[src/rtl/frlq_pkg.sv]
// Types and codes shared by the resource lock queue modules.
`timescale 1ns / 1ps
package frlq_pkg;

    localparam int RES_W = 5;
    localparam int TID_W = 16;

    typedef enum logic [1:0] {
        REQ_TAKE   = 2'd0,
        REQ_GIVE   = 2'd1,
        REQ_REMOVE = 2'd2
    } t_req_type;

    typedef enum logic [2:0] {
        ST_GRANTED  = 3'd0,
        ST_WAITING  = 3'd1,
        ST_REFUSED  = 3'd2,
        ST_RELEASED = 3'd3,
        ST_IGNORED  = 3'd4,
        ST_BYPASS   = 3'd5,
        ST_REMOVE   = 3'd6
    } t_status;

    typedef enum logic [2:0] {
        CELL_NOP,
        CELL_TAKE,
        CELL_GIVE,
        CELL_START,
        CELL_STEP,
        CELL_REPORT,
        CELL_SHIFT
    } t_cell_op;

    typedef struct packed {
        logic [1:0]       req_type;
        logic [RES_W-1:0] resource;
        logic [TID_W-1:0] task_id;
        logic             caller_untracked;
    } t_in_item;

    typedef struct packed {
        t_status          status;
        logic [RES_W-1:0] resource_out;
        logic             wake_valid;
        logic [TID_W-1:0] wake_task;
        logic             was_removed;
        logic             last;
    } t_out_item;

endpackage

[src/rtl/frlq_cell.sv]
// One resource queue cell: holds a FIFO of task ids with the head at slot 0.
`timescale 1ns / 1ps
module frlq_cell #(
    parameter int QUEUE_DEPTH   = 16,
    parameter int TASK_ID_BITS  = 16,
    parameter int NUM_RESOURCES = 16,
    parameter int CELL_INDEX    = 0,
    localparam int SW = $clog2(QUEUE_DEPTH)
) (
    input  logic                     i_clk,
    input  logic                     i_rst_n,
    input  frlq_pkg::t_cell_op       i_op,
    input  logic [TASK_ID_BITS-1:0]  i_tid,
    input  logic [SW-1:0]            i_step,
    input  frlq_pkg::t_out_item      i_chain,
    output frlq_pkg::t_out_item      o_chain,
    output frlq_pkg::t_out_item      o_resp
);
    import frlq_pkg::*;

    localparam int CW = $clog2(QUEUE_DEPTH + 1);
    localparam int IW = $clog2(QUEUE_DEPTH);

    logic [TASK_ID_BITS-1:0] r_q [QUEUE_DEPTH];
    logic [TASK_ID_BITS-1:0] n_q [QUEUE_DEPTH];
    logic [CW-1:0]           r_cnt, n_cnt, r_cnt0, w_tail;
    logic                    r_removed, n_removed;
    t_out_item               r_rep, w_rep;
    logic                    w_full, w_empty, w_head_hit, w_step_act;

    assign w_full     = (r_cnt == CW'(QUEUE_DEPTH));
    assign w_empty    = (r_cnt == '0);
    assign w_head_hit = (r_q[0] == i_tid);
    assign w_step_act = (CW'(i_step) < r_cnt0);
    assign w_tail     = r_cnt - CW'(1);

    always_comb begin
        o_resp              = '0;
        o_resp.resource_out = RES_W'(CELL_INDEX);
        o_resp.last         = 1'b1;
        o_resp.status       = ST_IGNORED;
        case (i_op)
            CELL_TAKE: begin
                if (w_full) begin
                    o_resp.status = ST_REFUSED;
                end else if (w_empty || w_head_hit) begin
                    o_resp.status = ST_GRANTED;
                end else begin
                    o_resp.status = ST_WAITING;
                end
            end
            CELL_GIVE: begin
                if (!w_empty && w_head_hit) begin
                    o_resp.status     = ST_RELEASED;
                    o_resp.wake_valid = (r_cnt > CW'(1));
                    o_resp.wake_task  = (r_cnt > CW'(1)) ? TID_W'(r_q[1]) : '0;
                end
            end
            default: ;
        endcase
    end

    always_comb begin
        w_rep              = '0;
        w_rep.status       = ST_REMOVE;
        w_rep.resource_out = RES_W'(CELL_INDEX);
        w_rep.was_removed  = r_removed;
        w_rep.wake_valid   = r_removed && !w_empty;
        w_rep.wake_task    = (r_removed && !w_empty) ? TID_W'(r_q[0]) : '0;
        w_rep.last         = (CELL_INDEX == NUM_RESOURCES - 1);
    end

    always_comb begin
        n_q       = r_q;
        n_cnt     = r_cnt;
        n_removed = r_removed;
        case (i_op)
            CELL_TAKE: begin
                if (!w_full) begin
                    n_q[r_cnt[IW-1:0]] = i_tid;
                    n_cnt              = r_cnt + CW'(1);
                end
            end
            CELL_GIVE: begin
                if (!w_empty && w_head_hit) begin
                    for (int i = 0; i < QUEUE_DEPTH - 1; i++) begin
                        n_q[i] = r_q[i+1];
                    end
                    n_cnt = w_tail;
                end
            end
            CELL_START: begin
                n_removed = 1'b0;
            end
            CELL_STEP: begin
                // rotate the head to the tail, or drop it when it matches
                if (w_step_act) begin
                    for (int i = 0; i < QUEUE_DEPTH - 1; i++) begin
                        n_q[i] = r_q[i+1];
                    end
                    if (w_head_hit) begin
                        n_cnt     = w_tail;
                        n_removed = 1'b1;
                    end else begin
                        n_q[w_tail[IW-1:0]] = r_q[0];
                    end
                end
            end
            default: ;
        endcase
    end

    always_ff @(posedge i_clk) begin
        if (!i_rst_n) begin
            r_cnt     <= '0;
            r_removed <= 1'b0;
        end else begin
            r_q       <= n_q;
            r_cnt     <= n_cnt;
            r_removed <= n_removed;
            if (i_op == CELL_START) begin
                r_cnt0 <= r_cnt;
            end
            if (i_op == CELL_REPORT) begin
                r_rep <= w_rep;
            end else if (i_op == CELL_SHIFT) begin
                r_rep <= i_chain;
            end
        end
    end

    assign o_chain = r_rep;

endmodule

[config.mk]
export PLATFORM = sky130hd
export DESIGN_NAME = frlq_cell
export DESIGN_NICKNAME = d
export VERILOG_FILES = /design/src/rtl/frlq_pkg.sv /design/src/rtl/frlq_cell.sv
export SDC_FILE = /design/constraint.sdc
export NUM_CORES = 1
export LEC_CHECK = 0
export BUFFER_PORTS_ARGS = -buffer_cell sky130_fd_sc_hd__buf_4
export CORE_MARGIN = 2
export CORE_UTILIZATION = 60
export DETAILED_ROUTE_END_ITERATION = 10
export PLACE_DENSITY = 0.87
export SYNTH_ARGS = -nofsm -noshare
export SYNTH_HDL_FRONTEND = slang
export SYNTH_SLANG_ARGS = --single-unit
[constraint.sdc]
create_clock -name i_clk -period 4.76 [get_ports i_clk]
set_input_delay 1.19 -clock i_clk [delete_from_list [all_inputs] [get_ports i_clk]]
set_output_delay 1.19 -clock i_clk [all_outputs]
set_load 0.02 [all_outputs]
Word level (Yosys, flattened, before mapping). Index checks and enable logic that the tools add are counted.

Reduce and logical (&&, ||, !) cells: 17. Add/subtract/negate cells: 2. Bitwise logic cells: 2. Equal/unequal tests: 13. Muxes and demuxes: 30. Order comparisons: 6.

Operator list (count): $mux 256 (3); $pmux 240 s3 (1); $bwmux 256 (2); $mux 240 (1); $demux 16 s4 (2); $mux 16 (4); $mux 17 (2); $pmux 16 s2 (1); $mux 27 (1); $mux 5 (4); $mux 19 (1); $eq 16x16->1 (1); $pmux 5 s3 (1); $reduce_and 5->1 (3); $ge 5x5->1 const B (2); $lt 5x1->1 const B (2); $ne 2x2->1 const B (5); $not 4->5 (2); $eq 3x3->1 const B (3); $eq 3x2->1 const B (2); $pmux 3 s2 (1); $reduce_bool 2->1 (3); $add 5x1->5 const B (1); $eq 5x5->1 const B (1); other kinds (15) (21).

Register bits: 294. Logic and storage cells: 95. Input port bits: 52.

Depth between registers and ports, before layout. Gate-level depths: netlist of run 1.

Depth in word-level cells: 10. Gate-level depth with buffers: 10.

Worst setup path after synthesis of run 1. OpenSTA, ideal clock, no wires.

Path type: input port to output port. Start point: in i_tid[11]. End point: out o_resp[10] (netlist bit). Cell stages on the path: 8. Buffers on the path: 2. Slack: 560 ps. Arrival time: 3010 ps. Cells stage by stage: xnor2_1 > nand4_1 > nor4_4 > buf_6 > nand3_2 > nor2_1 > buf_2 > and2_1.

RTL lines: start: declaration (line frlq_cell.sv:13) `input logic [TASK_ID_BITS-1:0] i_tid,`; end: declaration (line frlq_cell.sv:17) `output frlq_pkg::t_out_item o_resp`.

==> Flow_metrics.wiki, run 1 <==
{| class="wikitable"
! Metric !! Value
|-
| Data arrival time of the worst path || around 3.2 ns
|-
| Total die area || approximately 26,000 um2
|-
| Initial cell density of the core || about three fifths
|-
| Met3 routing resource usage after global routing || ~5.9%
|-
| First-pass detailed-route iteration total || 6
|-
| Clk sink count || between 200 and 300
|-
| Met1 track demand over resource || 39.2%
|-
| ANT nets after route || 0
|-
| Detailed Place HPWL || around 28,000 um
|-
| First-pass GRT wire length || between 60,000 and 70,000 um
|-
| Power density normalized to cell area || about 350 nW/um2
|-
| Max-cap violation count || 0
|-
| Placed Cells || 1,568
|-
| Clock tree buffer depth || 3
|-
| # Post-CTS Setup Buffers || 0
|-
| Most congested layer reported by global routing || met2
|-
| Grt met2 use || between 50% and 60%
|-
| Net count reported at finish || roughly 1,300
|-
| Result of the run || completed
|-
| Gr ovfl total || 0
|-
| CTS tree || yes
|-
| Final hold viol count || 0
|-
| Number of antenna cells inserted || 0
|-
| Leak pwr || about 0.0067 uW
|-
| Synth Area per Inst || about 12 um2
|-
| WS Path Type || primary input to output port
|-
| Most instantiated flip-flop cell in the synthesis netlist || edfxtp_1
|-
| Number of gates resized after cts || 0
|-
| Flop2flop setup slack || roughly 1.6 ns
|-
| Wire length after detailed routing || slightly below 40,000 um
|-
| Distinct cell type count of the synthesized netlist || slightly below 50
|-
| Number of global-route vias before repair || ~11,000
|-
| Largest net degree at the start of global routing || 36
|-
| RSZ-0062 raised after global routing || no
|-
| Core ar. || between 20,000 and 25,000 um2
|-
| Vias || roughly 11,000
|-
| Data required time of the critical path || 3.57 ns
|-
| Ratio of cells with drive above 1 in the final layout || 15.3%
|-
| Chip width || 160 um
|-
| Number of antenna violations at the first check in global routing || 0
|-
| Element type at the critical path end || output port
|-
| Max Clock Freq || 0.226 GHz
|-
| Async set-or-reset flop fraction in the synthesized netlist || 0%
|-
| Top-count cell post-synth || edfxtp_1
|-
| Clk_lat worst skew || 0.57 ns
|-
| Number of fill cells in the layout || between 1,500 and 2,000
|-
| Number of flops mapped to enable cells by yosys || about 290
|-
| Clock slew seen by the registers of the worst setup and hold paths || roughly 0.060 ns
|-
| Max IR drop VDD || between 200 and 300 uV
|-
| Non-filler instance count after layout || 1,622
|-
| Number of DRC markers after the initial detailed-route iteration || between 1,500 and 2,000
|-
| Synthesis-to-finish area growth || 12.5%
|-
| Area fraction of the dominant cell type after synthesis || around 59%
|-
| Number of buffers added by the clock tree synthesis step || 30
|-
| Placer congestion estimate || a little over 0.9
|-
| Routed vias/inst || ~7.0
|-
| Number of synthesis warnings || 0
|-
| Count of pins over their slew limit || 0
|-
| Number of port buffers || 98
|-
| Vert. Die Dim || 160 um
|-
| Maximum fanout count along the critical path || 17
|-
| Post-Synthesis Cell Area || about 15,000 um2
|-
| Cell row count || 57
|-
| Slew at the pin closest to its max-slew limit || 1.13 ns
|-
| Worst hold path type || flip-flop to flip-flop
|-
| Remaining design rule violation count || 0
|-
| Worst max-slew margin expressed relative to the limit || 24.7%
|-
| CP startpoint kind || primary input
|-
| Cell count after synthesis || 1,227
|-
| Number of buffers inserted by hold repair at cts || 0
|-
| Final TNS setup || 0 ns
|-
| Post-route minimum period || 4.43 ns
|-
| IO Count || about 110
|-
| GRT Overall Usage || a little under 30%
|-
| Period utilization || between 90% and 100%
|-
| H-Tree Level Count || 1
|-
| Total of flip-flops plus latches after synthesis || about 290
|-
| Library cell used as clock root buffer || clkbuf_16
|-
| Share of the yosys chip area belonging to registers || between 60% and 70%
|-
| Total of endpoints with negative setup slack in the final report || 0
|-
| Worst clock skew || 0.0330 ns
|-
| Wirelength per Cell || approximately 24 um
|-
| Synth top area cells || edfxtp_1, a221o_1, a21o_1
|-
| Top post-synthesis cells by count || edfxtp_1, nor2_1, a221o_1, o22ai_1, a21o_1
|-
| Cell taking the most area after synthesis || edfxtp_1
|}
placed cells by master, fill, tap and decap left out, types with 5 or more instances in the layout:
| cell type | instances |
|---|---|
| edfxtp_1 | 288 |
| nor2_1 | 149 |
| buf_4 | 133 |
| o22ai_1 | 128 |
| a221o_1 | 128 |
| a21o_1 | 113 |
| nand2_1 | 71 |
| and3_1 | 34 |
| a21oi_1 | 32 |
| clkbuf_16 | 30 |
| and2_1 | 27 |
| xnor2_1 | 17 |
| a22o_1 | 16 |
| ha_1 | 9 |
| conb_1 | 7 |
| clkinv_2 | 7 |
| inv_1 | 6 |
| nor3b_1 | 6 |
| a21oi_2 | 6 |
| clkbuf_1 | 6 |
| dfxtp_1 | 6 |
| nand4_1 | 5 |
| clkinv_1 | 5 |
| o21ai_0 | 5 |
| mux2i_1 | 5 |
| nand3_1 | 5 |
logic make-up after synthesis:
kind of cell             Yosys count  synth area share [%]
AO/OA/AOI/OAI                    441                  23.2
AND/OR/NAND/NOR                  330                  10.6
flip-flops                       294                  60.0
buffers and inverters            128                  3.85
XOR/XNOR                          18                  1.08
adder cells (fa/ha/maj)            9                 0.771
multiplexers                       5                 0.343
other                              2                0.0514
critical path, stage by stage:
cell	delay (ns)
buf_4	0.12
xnor2_1	0.38
nand4_1	0.27
nor4_4	0.38
nand3_2	0.15
nor2_1	0.20
buf_4	0.22
and2_1	0.16
buf_4	0.14
state kept, by name, summed over array words and instances, names as in the netlist:
register	flops
r_q	256
r_removed	1
r_cnt	5
o_chain	27
r_cnt0	5
path summary, 6_finish.rpt:
kind / cells after the start / from / to
worst max-delay path: 9 / i_tid[1] / o_resp[15]
worst min-delay path: 2 / r_removed / r_removed
worst max register to register: 8 / r_q[241] / r_q[143]
worst min register to register: 2 / r_removed / r_removed
layout make-up:
type	instances	area [um2]	area share, %
well taps	324	405	2.47
inverters	7	26.3	0.160
clock inverters	18	160	0.974
multi-input cells	810	5300	32.3
repair buffers	133	998	6.08
clock buffers	36	773	4.70
flip-flops and latches	294	8770	53.4
power by group:
part	total, uW	internal (uW)	leakage, uW	switching, uW
registers	2920	2900	0.00271	25.4
clock network	2250	1270	0.000459	979
logic	552	191	0.00350	362
total	5720	4360	0.00666	1370
through the flow:
step / util (%) / power, uW / worst slack (ns) / area [um2] / hold slack [ns]
detailed placement: 64.3 / 3510 / 0.426 / 15500 / 0.478
floorplan: - / 3340 / 0.560 / 14600 / 0.406
CTS: 68.2 / 5710 / 0.417 / 16400 / 0.486
global route: 68.2 / 5860 / 0.357 / 16400 / 0.500
finish: 68.2 / 5720 / 0.334 / 16400 / 0.490
global placement: 64.3 / 3480 / 0.531 / 15500 / 0.461
per-layer routing:
metal,share of wire [%],vias up
li1,-,4933
met1,36,5474
met2,49,888
met3,13,84
met4,2.0,0
met5,0,-
(Power assumes the default switching activity.)
==> run 2, diff against run 1 <==
==> constraint.sdc (replaced) <==
create_clock -name i_clk -period 4.76 [get_ports i_clk]
set_input_delay 1.19 -clock i_clk [delete_from_list [all_inputs] [get_ports i_clk]]
set_output_delay 1.19 -clock i_clk [all_outputs]
set_load 0.1 [all_outputs]
==> run 2 against run 1 <==
  * Clock skew shrank 0.018 ns
  * Global-route usage grew 0.15 points
  * Sequential share of layout area is essentially flat
  * Critical path depth is the same
  * First-iteration DRC count grew 22%
  * Wire length grew 0.42%
  * Sequential power is essentially flat
  * Via count grew 0.48%
  * Die area is the same
  * Sequential cell count is the same
  * Final cell count is the same
  * Non-clock buffer count is the same
==> Flow_metrics.wiki, run 2 (synthesis results as in run 1) <==
{| class="wikitable"
! Metric !! Value
|-
| Remaining design rule violation count || 0
|-
| Number of gates resized after cts || 0
|-
| Slew at the pin closest to its max-slew limit || between 1 and 1.5 ns
|-
| WS Path Type || primary input to output port
|-
| Clock slew seen by the registers of the worst setup and hold paths || ~0.06 ns
|-
| Library cell used as clock root buffer || clkbuf_16
|-
| Ratio of cells with drive above 1 in the final layout || between 10% and 20%
|-
| GRT Overall Usage || 29.8%
|-
| Cell row count || between 50 and 60
|-
| Count of pins over their slew limit || 0
|-
| Routed vias/inst || 7.05
|-
| Data required time of the critical path || about 3.6 ns
|-
| Number of port buffers || 98
|-
| CTS tree || yes
|-
| Clk_lat worst skew || ~0.55 ns
|-
| Top Family by Delay on Critical Path || simple AND/OR/NAND/NOR gates
|-
| RSZ-0062 raised after global routing || no
|-
| H-Tree Level Count || 1
|-
| Element type at the critical path end || output port
|-
| Period utilization || 94.0%
|-
| Synthesis-to-finish area growth || 12.5%
|-
| Vert. Die Dim || ~160 um
|-
| Total die area || roughly 26,000 um2
|-
| Slowest library cell on the worst path || nor4_4
|-
| Worst max-slew margin expressed relative to the limit || a little over a fifth
|-
| Final hold viol count || 0
|-
| Detailed Place HPWL || 27,900 um
|-
| Max IR drop VDD || approximately 280 uV
|-
| Number of buffers inserted by hold repair at cts || 0
|-
| Clk sink count || just under 300
|-
| First-pass detailed-route iteration total || 8
|-
| Vias || about 11,000
|-
| Number of antenna violations at the first check in global routing || 0
|-
| Clock tree buffer depth || 3
|-
| Chip width || 160 um
|-
| ANT nets after route || 0
|-
| CP Cell Sequence || buf_4 > xnor2_1 > nand4_1 > nor4_4 > nand3_2 > nor2_1 > buf_4 > and2_2 > buf_4
|-
| Placed Cells || around 1,600
|-
| Post-Route Hold Slack || roughly 0.46 ns
|-
| Number of buffers added by the clock tree synthesis step || 29
|-
| Number of buffers and inverters on the critical path || 3
|-
| Most prevalent standard cell on the critical path || buf_4
|-
| IO Count || 106
|-
| Power density normalized to cell area || approximately 350 nW/um2
|-
| Wirelength per Cell || 24.0 um
|-
| Core ar. || about 24,000 um2
|-
| Crit-path max cell delay || ~0.44 ns
|-
| Largest net degree at the start of global routing || 38
|-
| Leak pwr || 0.00666 uW
|-
| Wire length after detailed routing || ~39,000 um
|-
| Gr ovfl total || 0
|-
| Max-cap violation count || 0
|-
| Highest-count cells in the layout ignoring fill and taps || edfxtp_1, nor2_1, buf_4
|-
| Data arrival time of the worst path || 3.29 ns
|-
| Number of global-route vias before repair || about 11,000
|-
| Largest register FFs || ~260
|-
| Total of endpoints with negative setup slack in the final report || 0
|-
| Max Clock Freq || around 0.22 GHz
|-
| Initial cell density of the core || between 60% and 70%
|-
| CP startpoint kind || primary input
|-
| # Post-CTS Setup Buffers || 0
|-
| Non-filler instance count after layout || 1,622
|-
| Post-route minimum period || approximately 4.5 ns
|-
| Worst hold path type || flip-flop to flip-flop
|-
| Final cell utilization of the core || between 60 and 70%
|-
| First-pass GRT wire length || ~60,000 um
|-
| Number of fill cells in the layout || around 1,600
|-
| Result of the run || completed
|-
| Register ranked first by flip-flop count || r_q
|-
| Placer congestion estimate || approximately 0.9
|-
| Worst clock skew || roughly 0.015 ns
|-
| Commonest non-fill, non-tap cell in the layout || edfxtp_1
|-
| Number of antenna cells inserted || 0
|-
| Number of DRC markers after the initial detailed-route iteration || 1,995
|-
| Maximum fanout count along the critical path || 17
|-
| Net count reported at finish || 1,336
|}
[run 2: changes by cell type in the layout (fill, tap and decap cells not counted), sizes merged]
cell      change
bufinv        +1
clkinv        +1
clkinvlp      -1
clkbuf        -1
[run 2: metrics by stage]
| step | setup WS (ns) | cell area, um2 | setup TNS (ns) | power (uW) |
|---|---|---|---|---|
| CTS | 0.284 | 16400 | 0 | 5800 |
| global placement | 0.351 | 15500 | 0 | 3590 |
| floorplan | -0.0209 | 14600 | -0.189 | 3450 |
| global route | 0.217 | 16400 | 0 | 5950 |
| finish | 0.283 | 16400 | 0 | 5810 |
| detailed placement | 0.290 | 15500 | 0 | 3620 |
[run 2: area by class of cell]
| class | instances | area [um2] | share of cell area [%] |
|---|---|---|---|
| Tap cell | 324 | 405 | 2.47 |
| Clock inverter | 19 | 166 | 1.01 |
| Multi-Input combinational cell | 810 | 5310 | 32.3 |
| Timing Repair Buffer | 133 | 998 | 6.08 |
| Sequential cell | 294 | 8770 | 53.4 |
| Inverter | 7 | 26.3 | 0.160 |
| Clock buffer | 35 | 748 | 4.55 |
[run 2: path summary, 6_finish.rpt]
kind | cells after the start | slack [ns] | startpoint | end
hold / removal | 2 | 0.46 | r_removed | r_removed
setup / recovery | 9 | 0.28 | i_tid[11] | o_resp[11]
setup reg to reg | 7 | 1.63 | r_q[251] | r_q[56]
hold reg to reg | 2 | 0.46 | r_removed | r_removed
[run 2: worst register-to-register path, cell delays in order (launching register included)]
cell and delay, ns:
edfxtp_1 0.51, xnor2_1 0.36, nand4_1 0.20, nor4_4 0.44, buf_4 0.31, or2_2 0.60
o22ai_1 0.23, a21o_1 0.23
[run 2: power breakdown]
group          total [uW]  switching (uW)  internal, uW
Clock                2230             948          1280
Combinational         659             468           191
Sequential           2920            26.1          2900
Total                5810            1440          4370
[run 2: metal layers]
metal  up-vias  wire (um)  track usage [%]
met2       938      18900             50.5
li1       4932          -                -
met1      5481      13800             39.3
met4         0        772             6.92
met3        83       5460             7.04
met5         -          0                0
